**config.mk**
```make
export PLATFORM = sky130hd
export DESIGN_NAME = wfe_cfg
export DESIGN_NICKNAME = d
export VERILOG_FILES = /design/src/rtl/core/wfe_pkg.sv /design/src/rtl/core/wfe_cfg.sv
export SDC_FILE = /design/constraint.sdc
export NUM_CORES = 1
export LEC_CHECK = 0
export ABC_AREA = 1
export BUFFER_PORTS_ARGS = -buffer_cell sky130_fd_sc_hd__buf_2
export CAP_MARGIN = 10
export CORE_MARGIN = 3
export CORE_UTILIZATION = 48
export CTS_CLUSTER_SIZE = 14
export DETAILED_ROUTE_END_ITERATION = 7
export PLACE_DENSITY = 0.76
export SLEW_MARGIN = 0
export SYNTH_ARGS = -nofsm -noshare
export SYNTH_HDL_FRONTEND = slang
export SYNTH_SLANG_ARGS = --single-unit
```
**constraint.sdc**
```tcl
create_clock -name aclk -period 0.8 [get_ports aclk]
set_input_delay 0.12 -clock aclk [delete_from_list [all_inputs] [get_ports aclk]]
set_output_delay 0.12 -clock aclk [all_outputs]
set_load 0.01 [all_outputs]
```
**src/rtl/core/wfe_pkg.sv**
```systemverilog
// shared types and constants for the 3x3 window edge filter
// used by every module of the block but wfe_ram; no dependencies

package wfe_pkg;

    typedef logic [7:0] pix_t;

    // window laid out row by row, entry r*3+c
    typedef pix_t [8:0] win_t;

    typedef enum logic [2:0] {
        MODE_BOX         = 3'd0,
        MODE_GAUSS       = 3'd1,
        MODE_PREWITT_X   = 3'd2,
        MODE_PREWITT_Y   = 3'd3,
        MODE_SOBEL_X     = 3'd4,
        MODE_SOBEL_Y     = 3'd5,
        MODE_PREWITT_MAX = 3'd6,
        MODE_SOBEL_MAX   = 3'd7
    } mode_t;

    localparam int CFG_IDX_W  = 3;
    localparam int CFG_DATA_W = 11;
    localparam int DIM_W      = 11;
    localparam int ROW_W      = 10;
    localparam int COORD_W    = 10;
    localparam int SUM_W      = 12;
    localparam int GRAD_W     = 11;

    localparam logic [CFG_IDX_W-1:0] CFG_FILTER_MODE     = 3'd0;
    localparam logic [CFG_IDX_W-1:0] CFG_BINARIZE_ENABLE = 3'd1;
    localparam logic [CFG_IDX_W-1:0] CFG_THRESHOLD       = 3'd2;
    localparam logic [CFG_IDX_W-1:0] CFG_IMAGE_WIDTH     = 3'd3;
    localparam logic [CFG_IDX_W-1:0] CFG_IMAGE_HEIGHT    = 3'd4;

    localparam mode_t            RST_FILTER_MODE = MODE_SOBEL_MAX;
    localparam logic             RST_BINARIZE    = 1'b1;
    localparam pix_t             RST_THRESHOLD   = 8'd40;
    localparam logic [DIM_W-1:0] RST_WIDTH       = 11'd512;
    localparam logic [DIM_W-1:0] RST_HEIGHT      = 11'd512;
    localparam logic [DIM_W-1:0] MIN_DIM         = 11'd3;
    localparam logic [DIM_W-1:0] MAX_HEIGHT      = 11'd1024;

    // floor(s*0.1111) == (s*BOX_RECIP) >> BOX_SHIFT for every nine-pixel sum
    localparam logic [21:0] BOX_RECIP  = 22'd3727898;
    localparam int          BOX_SHIFT  = 25;
    // floor(m/3) == (m*DIV3_RECIP) >> DIV3_SHIFT for m up to 1020
    localparam logic [9:0]  DIV3_RECIP = 10'd683;
    localparam int          DIV3_SHIFT = 11;

    typedef struct packed {
        mode_t            filter_mode;
        logic             binarize_enable;
        pix_t             threshold;
        logic [DIM_W-1:0] image_width;
        logic [DIM_W-1:0] image_height;
    } cfg_t;

    typedef struct packed {
        logic [SUM_W-1:0]         box_sum;
        logic [SUM_W-1:0]         gauss_sum;
        logic signed [GRAD_W-1:0] grad_x;
        logic signed [GRAD_W-1:0] grad_y;
    } sums_t;

    typedef struct packed {
        logic [COORD_W-1:0] out_row;
        logic [COORD_W-1:0] out_col;
        logic               frame_end;
    } meta_t;

endpackage

```
**src/rtl/core/wfe_cfg.sv**
```systemverilog
// configuration registers of the window filter
// depends on wfe_pkg

module wfe_cfg (
    input  logic                           aclk,
    input  logic                           aresetn,
    input  logic                           cfg_wr_en,
    input  logic [wfe_pkg::CFG_IDX_W-1:0]  cfg_index,
    input  logic [wfe_pkg::CFG_DATA_W-1:0] cfg_wr_data,
    output wfe_pkg::cfg_t                  cfg
);

    wfe_pkg::cfg_t cfg_reg;

    always_ff @(posedge aclk) begin
        if (!aresetn) begin
            cfg_reg.filter_mode     <= wfe_pkg::RST_FILTER_MODE;
            cfg_reg.binarize_enable <= wfe_pkg::RST_BINARIZE;
            cfg_reg.threshold       <= wfe_pkg::RST_THRESHOLD;
            cfg_reg.image_width     <= wfe_pkg::RST_WIDTH;
            cfg_reg.image_height    <= wfe_pkg::RST_HEIGHT;
        end else if (cfg_wr_en) begin
            unique case (cfg_index)
                wfe_pkg::CFG_FILTER_MODE: begin
                    cfg_reg.filter_mode <= wfe_pkg::mode_t'(cfg_wr_data[2:0]);
                end
                wfe_pkg::CFG_BINARIZE_ENABLE: begin
                    cfg_reg.binarize_enable <= cfg_wr_data[0];
                end
                wfe_pkg::CFG_THRESHOLD: begin
                    cfg_reg.threshold <= cfg_wr_data[7:0];
                end
                wfe_pkg::CFG_IMAGE_WIDTH: begin
                    cfg_reg.image_width <= cfg_wr_data;
                end
                wfe_pkg::CFG_IMAGE_HEIGHT: begin
                    cfg_reg.image_height <= cfg_wr_data;
                end
                default: begin
                end
            endcase
        end
    end

    assign cfg = cfg_reg;

endmodule

```
# == Word level (Yosys, flattened, before mapping) ==
# Index checks and enable logic that the tools add are counted.
# totals
word_cells,15
register_bits,34
out_inout_bits,34
input_bits,17
# op_classes
n_reduce_logical,6
eq_ne,4
# ops
op,count
AND reduction 2 bit,5
"== test 3 x 2 -> 1 bit, second input constant",2
"== test 3 x 1 -> 1 bit, second input constant",1
"== test 3 bit, second input constant",1
logical NOT 3 bit,1

# == Logic depth before layout (Yosys ltp) ==
# logic_depth
word_depth,2
depth_mapped,6
depth_no_buf,5

# == Least setup slack after synthesis ==
# No wires, ideal clock.
# synth_timing
path_kind,input to register
from,input port aresetn
to,register cfg_reg (netlist bit cfg[20])
path_slack_ns,0.058
setup_time_ns,0.130
cell_stages,3
arrival_ns,0.612
required_time_ns,0.670
cell_sequence,buf_2 > clkbuf_1 > nand3_1
# synth_lines
item,line,text
start: declaration,wfe_cfg.sv:6,"input logic aresetn,"
end: declaration,wfe_cfg.sv:13,wfe_pkg::cfg_t cfg_reg;
# No word-level cell between the ends.

# == Worst setup path after layout ==
# layout_timing
from,register cfg_reg (netlist bit cfg[1])
to,output port cfg[1] in the netlist's numbering
# layout_lines
item,line,text
end: declaration,wfe_cfg.sv:10,output wfe_pkg::cfg_t cfg
# No word-level cell between the ends.

==> impl_metrics.yaml <==
place:
  preCtsSetupSlack_ns: -0.162
  placed_area_mm2: 0.00170
  io_buffer_count: 50
  dp.cells: 282
  dp_hpwl_mm: 2.34
  gp_congestion: 0.799
global_route:
  grt_pass1_wl_mm: 5.69
  grt_remaining_overflow: 0
  grt_util_all_layers_pct: 21.8
  first_global_vias: 1334
  grt_max_degree: 35
  antenna_found_initial: 0
status:
  failed_checks: "setup timing"
  status: "complete, but fails checks"
logic_synthesis:
  syn_nets: 220
  syn_inst: 203
  syn-cell-area_mm2: 0.00138
  ys_seq_elements: 34
  ys_seq_area_share_pct: 49.2
  ys_warn_count: 0
  syn_area_per_cell_um2: 6.82
  yosysUniqueCellTypes: 14
power:
  peakVddDrop_v: 0.00131
  p_leak_nw: 0.976
  power_density_mw_per_mm2: 1570
sta:
  rsz0062_at_grt: "true"
  fin_crit_ns: 0.927
  report.final.setup_viol: 34
  worst_slew_pin_slew_ns: 0.282
  hold_viol_final: 0
  fin_crit_sh_pct: 116
  fmax_mhz: 1080
  drv_slew: 0
  setup_slack_ns: -0.127
  fin_tns_setup_ns: -3.73
  slew_headroom_pct: 81.1
  fin_skew_ns: 0
hold_path:
  worstHoldPathCells: 3
  whs_endpoint: "cfg[9]"
  hold_path_class: "primary input to register"
  hold_start: "cfg_wr_data[9]"
finish:
  num_antenna_cells: 0
  syn2layout_area_growth_pct: 47.3
  final_cell_area_mm2: 0.00204
  final_cell_count_no_fill: 292
  fillers: 196
  largest_register_ffs: 34
  drive_above_1_share_pct: 40.5
  fin_nets: 279
route:
  viasPerCell: 4.92
  drc: 0
  dr.pass1.iters: 4
  wl_mm: 3.54
  antenna_left: 0
  route.vias.total: 1437
  wl_per_cell_um: 12.1
  drt_iter0_markers: 52
setup_path:
  path_cells: "buf_6"
  cp.buffers_inverters: 1
  critPathArrivalTime_ns: 0.81
  crit_required_ns: 0.68
  cp-start-kind: "register"
  rr_startpoint: "cfg[33]"
  worstRegToRegCells: 3
  cpPeakStageDelay_ns: 0.34
  cp_top_family: "flip-flops"
  r2r_setup_slack_ns: 0.10
  cp_slowest_cell: "dfxtp_2"
  critPathCaptureType: "output pin"
  crit_fanout: 2
  critPathKind: "register to output pin"
  r2r-end: "cfg[33]"
floorplan:
  io_pins: 51
  core_area_mm2: 0.00261
  die_y_um: 59.7
  die_w_um: 59.7
  die_area_mm2: 0.00356
  start_util_pct: 53.0
  fp-row-count: 18
clock_network:
  cts.reportedPaths.clkPinSlew_ns: 0.10
  insertion_delay_ns: 0.35
  tritoncts: "yes"
  cts_made_buffers: 5
  cts_buffer_depth: 2
  cts_root_buf: "clkbuf_4"
  cts_htree_levels: 2
  cts_sinks: 34
run:
  maxCapViolCount: 0
[where the power goes]
part           leakage (nW)  internal (W)  switching (W)  total [W]
Sequential            0.285       0.00176      0.0000420    0.00180
Combinational         0.660      0.000245       0.000267   0.000512
Clock                0.0308      0.000315       0.000559   0.000874
Total                 0.976       0.00232       0.000868    0.00319
[metrics by stage]
| step | hold slack (ns) | power [W] | utilization, % |
|---|---|---|---|
| global route | 0.0288 | 0.00333 | 78.0 |
| floorplan | 0.233 | 0.00207 | - |
| detailed placement | 0.344 | 0.00224 | 65.0 |
| CTS | 0.00225 | 0.00321 | 78.1 |
| finish | 0.0116 | 0.00319 | 78.0 |
| global placement | 0.338 | 0.00224 | 65.0 |
[synthesized netlist by cell type]
| library cell | count | area share (%) |
|---|---|---|
| buf_4 | 2 | 1.1 |
| o21ai_0 | 2 | 0.72 |
| nor2_2 | 3 | 1.4 |
| nand3_1 | 35 | 13 |
| buf_2 | 4 | 1.4 |
| dfxtp_1 | 34 | 49 |
| nand2_2 | 1 | 0.45 |
| clkbuf_1 | 1 | 0.27 |
| inv_1 | 12 | 3.3 |
| clkinv_1 | 2 | 0.54 |
| nand2_1 | 46 | 12 |
| nor2_1 | 57 | 15 |
| buf_1 | 2 | 0.54 |
| inv_2 | 2 | 0.54 |
[timing repair]
action / CTS / global route
buffers inserted: 0 / 1
setup endpoints to repair: 34 / 38
pin swaps: 0 / 0
gates resized for setup: 68 / 2
hold endpoints to repair: 4 / 0
hold buffers: 4 / 0
gates cloned: 0 / 0
[layer usage]
layer	GRT usage, %	part of all wire [%]
met1	24.9	40
met2	37.8	49
met3	5.18	8.6
met4	10.4	1.6
met5	0	0
[worst max path at each step]
stage                  from  endpoint  slack (ns)  cells past startpoint
3_3_place_gp   cfg_index[1]   cfg[12]       -0.13                      6
4_1_cts              cfg[9]    cfg[9]       -0.13                      1
3_5_place_dp   cfg_index[1]   cfg[16]       -0.16                      6
5_1_grt             cfg[12]   cfg[12]       -0.15                      1
6_report             cfg[1]    cfg[1]       -0.13                      1
2_1_floorplan       aresetn   cfg[20]        0.06                      3
[cell type report]
| class | count | area (um^2) | share of cell area, % |
|---|---|---|---|
| clock buffer | 5 | 37.5 | 1.84 |
| clock inverter | 2 | 10.0 | 0.491 |
| inverter | 16 | 60.1 | 2.95 |
| multi-input combinational | 144 | 597 | 29.3 |
| sequential | 34 | 723 | 35.5 |
| tap | 30 | 37.5 | 1.84 |
| timing repair buffer | 61 | 573 | 28.1 |
[cells by family after synthesis]
kind of cell | synth area share, %
AO/OA/AOI/OAI | 0.723
buffers and inverters | 7.69
flip-flops | 49.2
AND/OR/NAND/NOR | 42.4
[placed cells by master (no fill, tap or decap), drive strengths merged]
cell type    instances
nor2                60
buf                 57
nand2               47
nand3               35
dfxtp               34
inv                 14
clkbuf               5
dlygate4sd3          4
clkinv               4
o21ai                2
Power figures use the tool's default switching activity.
