[src/rtl/core/wfe_pkg.sv]
// shared types and constants for the 3x3 window edge filter
// used by every module of the block but wfe_ram; no dependencies

package wfe_pkg;

    typedef logic [7:0] pix_t;

    // window laid out row by row, entry r*3+c
    typedef pix_t [8:0] win_t;

    typedef enum logic [2:0] {
        MODE_BOX         = 3'd0,
        MODE_GAUSS       = 3'd1,
        MODE_PREWITT_X   = 3'd2,
        MODE_PREWITT_Y   = 3'd3,
        MODE_SOBEL_X     = 3'd4,
        MODE_SOBEL_Y     = 3'd5,
        MODE_PREWITT_MAX = 3'd6,
        MODE_SOBEL_MAX   = 3'd7
    } mode_t;

    localparam int CFG_IDX_W  = 3;
    localparam int CFG_DATA_W = 11;
    localparam int DIM_W      = 11;
    localparam int ROW_W      = 10;
    localparam int COORD_W    = 10;
    localparam int SUM_W      = 12;
    localparam int GRAD_W     = 11;

    localparam logic [CFG_IDX_W-1:0] CFG_FILTER_MODE     = 3'd0;
    localparam logic [CFG_IDX_W-1:0] CFG_BINARIZE_ENABLE = 3'd1;
    localparam logic [CFG_IDX_W-1:0] CFG_THRESHOLD       = 3'd2;
    localparam logic [CFG_IDX_W-1:0] CFG_IMAGE_WIDTH     = 3'd3;
    localparam logic [CFG_IDX_W-1:0] CFG_IMAGE_HEIGHT    = 3'd4;

    localparam mode_t            RST_FILTER_MODE = MODE_SOBEL_MAX;
    localparam logic             RST_BINARIZE    = 1'b1;
    localparam pix_t             RST_THRESHOLD   = 8'd40;
    localparam logic [DIM_W-1:0] RST_WIDTH       = 11'd512;
    localparam logic [DIM_W-1:0] RST_HEIGHT      = 11'd512;
    localparam logic [DIM_W-1:0] MIN_DIM         = 11'd3;
    localparam logic [DIM_W-1:0] MAX_HEIGHT      = 11'd1024;

    // floor(s*0.1111) == (s*BOX_RECIP) >> BOX_SHIFT for every nine-pixel sum
    localparam logic [21:0] BOX_RECIP  = 22'd3727898;
    localparam int          BOX_SHIFT  = 25;
    // floor(m/3) == (m*DIV3_RECIP) >> DIV3_SHIFT for m up to 1020
    localparam logic [9:0]  DIV3_RECIP = 10'd683;
    localparam int          DIV3_SHIFT = 11;

    typedef struct packed {
        mode_t            filter_mode;
        logic             binarize_enable;
        pix_t             threshold;
        logic [DIM_W-1:0] image_width;
        logic [DIM_W-1:0] image_height;
    } cfg_t;

    typedef struct packed {
        logic [SUM_W-1:0]         box_sum;
        logic [SUM_W-1:0]         gauss_sum;
        logic signed [GRAD_W-1:0] grad_x;
        logic signed [GRAD_W-1:0] grad_y;
    } sums_t;

    typedef struct packed {
        logic [COORD_W-1:0] out_row;
        logic [COORD_W-1:0] out_col;
        logic               frame_end;
    } meta_t;

endpackage

[src/rtl/core/wfe_post.sv]
// scaling, saturation, mode select, binarization and the result register
// depends on wfe_pkg

module wfe_post (
    input  logic                         aclk,
    input  logic                         aresetn,
    input  wfe_pkg::cfg_t                cfg,
    input  logic                         sums_valid,
    output logic                         sums_ready,
    input  wfe_pkg::sums_t               sums,
    input  wfe_pkg::meta_t               meta,
    output logic                         m_valid,
    input  logic                         m_ready,
    output wfe_pkg::pix_t                m_value,
    output logic [wfe_pkg::COORD_W-1:0]  m_out_row,
    output logic [wfe_pkg::COORD_W-1:0]  m_out_col,
    output logic                         m_frame_end
);

    logic                         m_valid_reg;
    wfe_pkg::pix_t                value_reg;
    wfe_pkg::meta_t               meta_reg;

    logic                         fire;
    logic [10:0]                  neg_x;
    logic [10:0]                  neg_y;
    logic [9:0]                   abs_x;
    logic [9:0]                   abs_y;
    logic [19:0]                  prod_x;
    logic [19:0]                  prod_y;
    logic [8:0]                   q_x;
    logic [8:0]                   q_y;
    wfe_pkg::pix_t                sat_x;
    wfe_pkg::pix_t                sat_y;
    wfe_pkg::pix_t                grad_max;
    logic [33:0]                  box_prod;
    logic [8:0]                   box_q;
    wfe_pkg::pix_t                box_val;
    wfe_pkg::pix_t                filt;
    wfe_pkg::pix_t                value_next;

    assign sums_ready = !m_valid_reg || m_ready;
    assign fire       = sums_valid && sums_ready;

    // magnitudes fit in 10 bits, at most 4*255
    assign neg_x = 11'(~sums.grad_x) + 11'd1;
    assign neg_y = 11'(~sums.grad_y) + 11'd1;
    assign abs_x = sums.grad_x[10] ? neg_x[9:0] : sums.grad_x[9:0];
    assign abs_y = sums.grad_y[10] ? neg_y[9:0] : sums.grad_y[9:0];

    assign prod_x = 20'(abs_x) * 20'(wfe_pkg::DIV3_RECIP);
    assign prod_y = 20'(abs_y) * 20'(wfe_pkg::DIV3_RECIP);
    assign q_x    = prod_x[wfe_pkg::DIV3_SHIFT +: 9];
    assign q_y    = prod_y[wfe_pkg::DIV3_SHIFT +: 9];
    assign sat_x  = q_x[8] ? 8'hFF : q_x[7:0];
    assign sat_y  = q_y[8] ? 8'hFF : q_y[7:0];
    assign grad_max = (sat_x > sat_y) ? sat_x : sat_y;

    assign box_prod = 34'(sums.box_sum) * 34'(wfe_pkg::BOX_RECIP);
    assign box_q    = box_prod[wfe_pkg::BOX_SHIFT +: 9];
    assign box_val  = box_q[8] ? 8'hFF : box_q[7:0];

    always_comb begin
        filt = 8'h00;
        unique case (cfg.filter_mode)
            wfe_pkg::MODE_BOX:         filt = box_val;
            wfe_pkg::MODE_GAUSS:       filt = sums.gauss_sum[11:4];
            wfe_pkg::MODE_PREWITT_X:   filt = sat_x;
            wfe_pkg::MODE_SOBEL_X:     filt = sat_x;
            wfe_pkg::MODE_PREWITT_Y:   filt = sat_y;
            wfe_pkg::MODE_SOBEL_Y:     filt = sat_y;
            wfe_pkg::MODE_PREWITT_MAX: filt = grad_max;
            wfe_pkg::MODE_SOBEL_MAX:   filt = grad_max;
            default:                   filt = grad_max;
        endcase
    end

    always_comb begin
        if (cfg.binarize_enable) begin
            value_next = (filt < cfg.threshold) ? 8'h00 : 8'hFF;
        end else begin
            value_next = filt;
        end
    end

    always_ff @(posedge aclk) begin
        if (!aresetn) begin
            m_valid_reg <= 1'b0;
        end else if (fire) begin
            m_valid_reg <= 1'b1;
        end else if (m_ready) begin
            m_valid_reg <= 1'b0;
        end
    end

    always_ff @(posedge aclk) begin
        if (fire) begin
            value_reg <= value_next;
            meta_reg  <= meta;
        end
    end

    assign m_valid     = m_valid_reg;
    assign m_value     = value_reg;
    assign m_out_row   = meta_reg.out_row;
    assign m_out_col   = meta_reg.out_col;
    assign m_frame_end = meta_reg.frame_end;

endmodule
[config.mk]
export PLATFORM = sky130hd
export DESIGN_NAME = wfe_post
export DESIGN_NICKNAME = d
export VERILOG_FILES = /design/src/rtl/core/wfe_pkg.sv /design/src/rtl/core/wfe_post.sv
export SDC_FILE = /design/constraint.sdc
export NUM_CORES = 1
export LEC_CHECK = 0
export ABC_AREA = 1
export BUFFER_PORTS_ARGS = -buffer_cell sky130_fd_sc_hd__buf_4
export CAP_MARGIN = 15
export CELL_PAD_IN_SITES_DETAIL_PLACEMENT = 0
export CELL_PAD_IN_SITES_GLOBAL_PLACEMENT = 1
export CORE_MARGIN = 4
export CORE_UTILIZATION = 40
export CTS_CLUSTER_DIAMETER = 30
export DETAILED_ROUTE_END_ITERATION = 12
export GPL_ROUTABILITY_DRIVEN = 1
export PLACE_DENSITY_LB_ADDON = 0.1
export SYNTH_ARGS = -nofsm -noshare
export SYNTH_HDL_FRONTEND = slang
export SYNTH_SLANG_ARGS = --single-unit
[constraint.sdc]
create_clock -name aclk -period 10.5 [get_ports aclk]
set_clock_uncertainty 0.05 [all_clocks]
set_input_delay 1.05 -clock aclk [delete_from_list [all_inputs] [get_ports aclk]]
set_output_delay 1.05 -clock aclk [all_outputs]
set_load 0.02 [all_outputs]
Yosys cells after proc, flatten, opt, wreduce, memory -nomap -nowiden
Index checks and enable logic that the tools add are counted.

$add $sub $neg: 2. Multipliers: 3. Divide/modulo/power cells: 0. Order comparisons: 2. Equality and inequality tests: 7. Shift operators: 0. Mux-type cells: 11. Bitwise logic cells: 2. Reductions and logical operators: 8.

Operators with widths (number): 8-bit two-way mux (6); 10-bit by 10-bit multiplier with 20-bit output (second input constant) (2); 8-bit one-hot mux with 5 select lines (1); 12-bit by 21-bit multiplier with 33-bit output (second input constant) (1); 10-bit by 1-bit adder with 10-bit output (second input constant) (2); 10-bit two-way mux (2); 10-bit NOT (2); 3-bit equality test (second input constant) (4); 8-bit > comparator (1); 8-bit < comparator (1); 3-bit by 2-bit equality test with 1-bit output (second input constant) (2); 2-bit OR reduction (3); 3-bit by 1-bit equality test with 1-bit output (second input constant) (1); 3-bit zero test (1); 1-bit two-way mux (2); 2-bit nonzero test (1); 1-bit logical AND (1); 1-bit zero test (1); 1-bit logical OR (1).

Bits in registers: 30. Bits in latches: 0. RAM bits: 0. ROM bits: 0. Input bits: 105. Output and inout bits: 31. Logic and storage cells: 40. Memories: 0.

Depth between registers and ports, before layout
Depth in word-level cells: 11. Depth in mapped cells: 53. Depth with buffers taken out: 53.

Least setup slack after synthesis
OpenSTA, ideal clock, no wires.

Kind: input-to-reg. Start: in sums[1] (netlist name). End: reg value_reg[0], in the netlist m_value[0], data pin. Library setup time: 0.255 ns. Arrival: 7.740 ns. Required time: 10.195 ns. Slack: 2.455 ns. Cell stages on the path: 48. Path buffers: 0. Cells stage by stage: inv_1 -> ha_1 -> inv_1 -> nor2_1 -> inv_1 -> nor3_1 -> inv_1 -> o31ai_1 -> xor2_1 -> nand2_1 -> inv_1 -> nor2_1 -> ha_1 -> fa_1 -> fa_1 -> inv_1 -> fa_1 -> inv_1 -> [12 not listed] -> ha_1 -> nand2_1 -> nor2_1 -> nand2_1 -> nand2_1 -> nand2_1 -> a21oi_1 -> nand2_1 -> nand3_1 -> nand2_1 -> inv_2 -> ha_1 -> a21oi_1 -> nor2_1 -> a211oi_1 -> nand2_2 -> nand2_4 -> nand2_1.

Word-level cells in the longest chain between the ends: 11.

RTL lines: start, declared (RTL line wfe_post.sv:10) `input wfe_pkg::sums_t sums,`; 10-bit NOT (RTL line wfe_post.sv:47) `assign neg_y = 11'(~sums.grad_y) + 11'd1;`; 10-bit by 1-bit adder with 10-bit output (RTL line wfe_post.sv:47); 10-bit two-way mux * (RTL line wfe_post.sv:49) `assign abs_y = sums.grad_y[10] ? neg_y[9:0] : sums.grad_y[9:0];`; 10-bit by 10-bit multiplier with 20-bit output * (RTL line wfe_post.sv:52) `assign prod_y = 20'(abs_y) * 20'(wfe_pkg::DIV3_RECIP);`; 8-bit two-way mux * (RTL line wfe_post.sv:56) `assign sat_y = q_y[8] ? 8'hFF : q_y[7:0];`; 8-bit > comparator (RTL line wfe_post.sv:57) `assign grad_max = (sat_x > sat_y) ? sat_x : sat_y;`; 8-bit two-way mux (RTL line wfe_post.sv:57); 8-bit one-hot mux with 5 select lines * (RTL line wfe_post.sv:65) `unique case (cfg.filter_mode)`; 8-bit < comparator (RTL line wfe_post.sv:80) `value_next = (filt < cfg.threshold) ? 8'h00 : 8'hFF;`; 8-bit two-way mux (RTL line wfe_post.sv:80); 8-bit two-way mux * (RTL line wfe_post.sv:79) `if (cfg.binarize_enable) begin`; net value_next[0] (RTL line wfe_post.sv:40) `wfe_pkg::pix_t value_next;`; end signal, assigned (RTL line wfe_post.sv:98) `value_reg <= value_next;`; end, declared (RTL line wfe_post.sv:21) `wfe_pkg::pix_t value_reg;`.

Mark *: on every way through the listed nets, which the timed path passes. The rest lies on a longest branch. A chain may end at the register's enable or synchronous reset.

Worst setup path after layout
Start: in sums[1] (netlist name). End: reg value_reg[7], in the netlist m_value[7], data pin.

The elaborated chain is that of the path after synthesis.

==> impl_summary.log <==
[metrics] Mean Syn Cell Area: 7.69 um^2
[metrics] Area contributors post-synth: ha_1 31%, fa_1 19%, inv_1 12%, nand2_1 10%, edfxtp_1 9.0%
[metrics] count of routing violations after the opening detailed-route iteration: 423
[metrics] setup repair after global routing missed its margin: false
[metrics] vias in the first global route: 8011
[metrics] CTS H-tree lvls: 2
[metrics] kind of critical path: input pin to flip-flop
[metrics] timing-limited maximum frequency: 113 MHz
[metrics] most common cell in the netlist: inv_1
[metrics] Worst Hold Slack: 0.489 ns
[metrics] critical path's most frequent cell: nand2_1
[metrics] final setup vio count: 0
[metrics] Netlist cell types: 45
[metrics] number of antenna-violating nets in the routed design: 0
[metrics] crit-path max cell delay: 0.55 ns
[metrics] setup slack on the worst flop-to-flop path: 9.30 ns
[metrics] starting density of the core: 40.9%
[metrics] Core Area: 23600 um^2
[metrics] outcome: complete, no violations
[metrics] Die Area: 26700 um^2
[metrics] Post-synth EDFFs: 29
[metrics] kind of capture point of the worst setup path: flip-flop
[metrics] Chip Height: 163 um
[metrics] fraction of the yosys area taken by sequential cells: 9.21%
[metrics] number of standard cells in the final layout excluding fillers: 1692
[metrics] buffer depth of the longest clock path: 2
[metrics] vias: 7823
[metrics] number of vias per cell: 4.62
[metrics] grt ovf: 0
[metrics] post-CTS setup repair buffer count: 0
[metrics] number of port buffers: 109
[metrics] Final Cycle Share: 84.5%
[metrics] number of failing hold endpoints at the final stage: 0
[metrics] clock transition time at the flip-flop clock pins of the worst setup and hold paths: 0.04 ns
[metrics] worst path required time: 10.47 ns
[metrics] Gates resized, CTS repair: 0
[metrics] count of warnings emitted by yosys: 0
[metrics] global placement routability congestion: 0.830
[metrics] netlist area before placement: 9670 um^2
[metrics] arrival time at the worst endpoint: 8.84 ns
[metrics] detailed-route wire length per cell: 13.0 um
[metrics] fillcell total: 2426
[metrics] Clock Sink Count: 30
[metrics] areal power density over the cells: 269 nW/um^2
[metrics] Horiz. Die Dim: 163 um
[metrics] DP Cell Count: 1684
[metrics] global-route wire length before repair: 37600 um
[metrics] number of detailed-route iterations in the first pass: 5
[metrics] transition at the pin with the smallest max-transition slack: 0.694 ns
[metrics] footprint of the multi-input gates: 7590 um^2
[metrics] setup TNS: 0 ns
[metrics] antenna violations before repair: 0
[metrics] number of nets in the finished design: 1807
[metrics] total clock buffers created by CTS: 5
[metrics] ys flop type: edfxtp_1
[metrics] Leak: 6.50 nW
[metrics] Slew headroom: 53.4%
[metrics] CP startpoint kind: input pin
[metrics] row count: 56
[metrics] largest net degree at the start of global routing: 30
[metrics] post-synthesis sequential element count: 30
[metrics] buffer cell driving the clock tree root: clkbuf_16
[metrics] HPWL after DPL: 20000 um
[metrics] Hold Path Class: flip-flop to flip-flop
[metrics] # IOs: 136
[metrics] slowest CP cell: a21oi_1
[metrics] Ant. Diodes: 0
[metrics] ranking of synthesized cells by instance count: 310 x inv_1, 263 x nand2_1, 237 x ha_1
[metrics] area share of the largest cell type after synthesis: 30.7%
[metrics] synthesized netlist cell count: 1257
[metrics] peak supply drop: 0.000127 V
[metrics] DRC: 0
[metrics] Max Transition Viols Final: 0
[metrics] CTS Hold Buffers Added: 0
[metrics] async set-or-reset flop fraction in the synthesized netlist: 0%
[metrics] crit path time final: 8.87 ns
[metrics] dominant cell type by area after synthesis: ha_1
[metrics] clock tree from TritonCTS: done
[metrics] number of nets in the synthesized netlist: 1692
[metrics] Routed Wire Length: 22000 um
[metrics] Synth-to-Final Area Change: 13.9%
[metrics] crit path max fanout: 8
[metrics] clock latency at the later pin of the worst-skew pair: 0.27 ns
[metrics] FF+latch area: 891 um^2
[metrics] Max-cap violations: 0
[metrics] GRT Util Overall: 17.0%
[metrics] fraction of layout cells with a size suffix above 1: 10.5%
[power by group]
group | switching [mW] | internal, mW | leakage [nW]
clock | 0.0427 | 0.0858 | 0.0683
sequential | 0.00578 | 0.165 | 0.290
combinational | 1.62 | 1.05 | 6.14
total | 1.67 | 1.30 | 6.50
[placed cells by master, fill, tap and decap left out, types with 6 or more instances in the layout]
cell      synthesis  final
nor2_1           75     75
o21ai_0          30     30
xor2_1           14     14
inv_1           310    310
a21oi_1          65     64
nand3_1          44     44
nand2_1         263    263
o21ai_1           6      6
a21o_1            7      7
xnor2_1          10     10
nand4_1           9      9
edfxtp_1         29     29
buf_4             1    110
fa_1             93     93
nor3_1            6      6
ha_1            237    237
[metrics by stage]
| step | total power [mW] | cell area [um^2] | worst slack (ns) | utilization (%) |
|---|---|---|---|---|
| finish | 2.97 | 11000 | 1.63 | 46.7 |
| global route | 3.46 | 11000 | 0.861 | 46.7 |
| CTS | 3.01 | 11000 | 1.55 | 46.7 |
| detailed placement | 2.86 | 10900 | 1.27 | 46.1 |
| global placement | 2.85 | 10900 | 1.37 | 46.1 |
| floorplan | 2.21 | 9670 | 2.46 | - |
[final timing paths]
| check | start | endpoint | cells after the start |
|---|---|---|---|
| worst max register to register | m_valid | m_out_row[6] | 2 |
| worst max-delay path | sums[1] | m_value[7] | 48 |
| worst min-delay path | m_valid | m_valid | 2 |
| worst min register to register | m_valid | m_valid | 2 |
[cells by family after synthesis]
| logic type | share of synthesized area [%] |
|---|---|
| compound gates | 7.63 |
| xor+xnor | 2.17 |
| fa+ha+maj | 49.9 |
| buf+inv | 12.3 |
| flops | 9.21 |
| simple gates | 18.8 |
[critical path, delay by kind of cell]
kind            cells  cell delay (ns)
fa+ha+maj           8             2.83
simple gates       23             2.25
xor+xnor            1             0.38
compound gates      6             1.66
buf+inv            10             0.69
[cell type report]
class,instances,area share [%]
sequential,30,8.09
inverter,312,10.6
multi-input combinational,913,68.9
clock inverter,2,0.0795
tap,319,3.62
timing repair buffer,110,7.50
clock buffer,6,1.17
[metal layers]
metal | share of wire, % | GRT usage (%) | vias up | wire, um
met5 | 0 | 0 | - | 0
met4 | 1.1 | 2.67 | 0 | 233
met3 | 4.9 | 1.09 | 15 | 1070
met2 | 42 | 27.8 | 151 | 9140
met1 | 52 | 25.4 | 3469 | 11500
li1 | - | - | 4188 | -
Power figures use the tool's default switching activity.
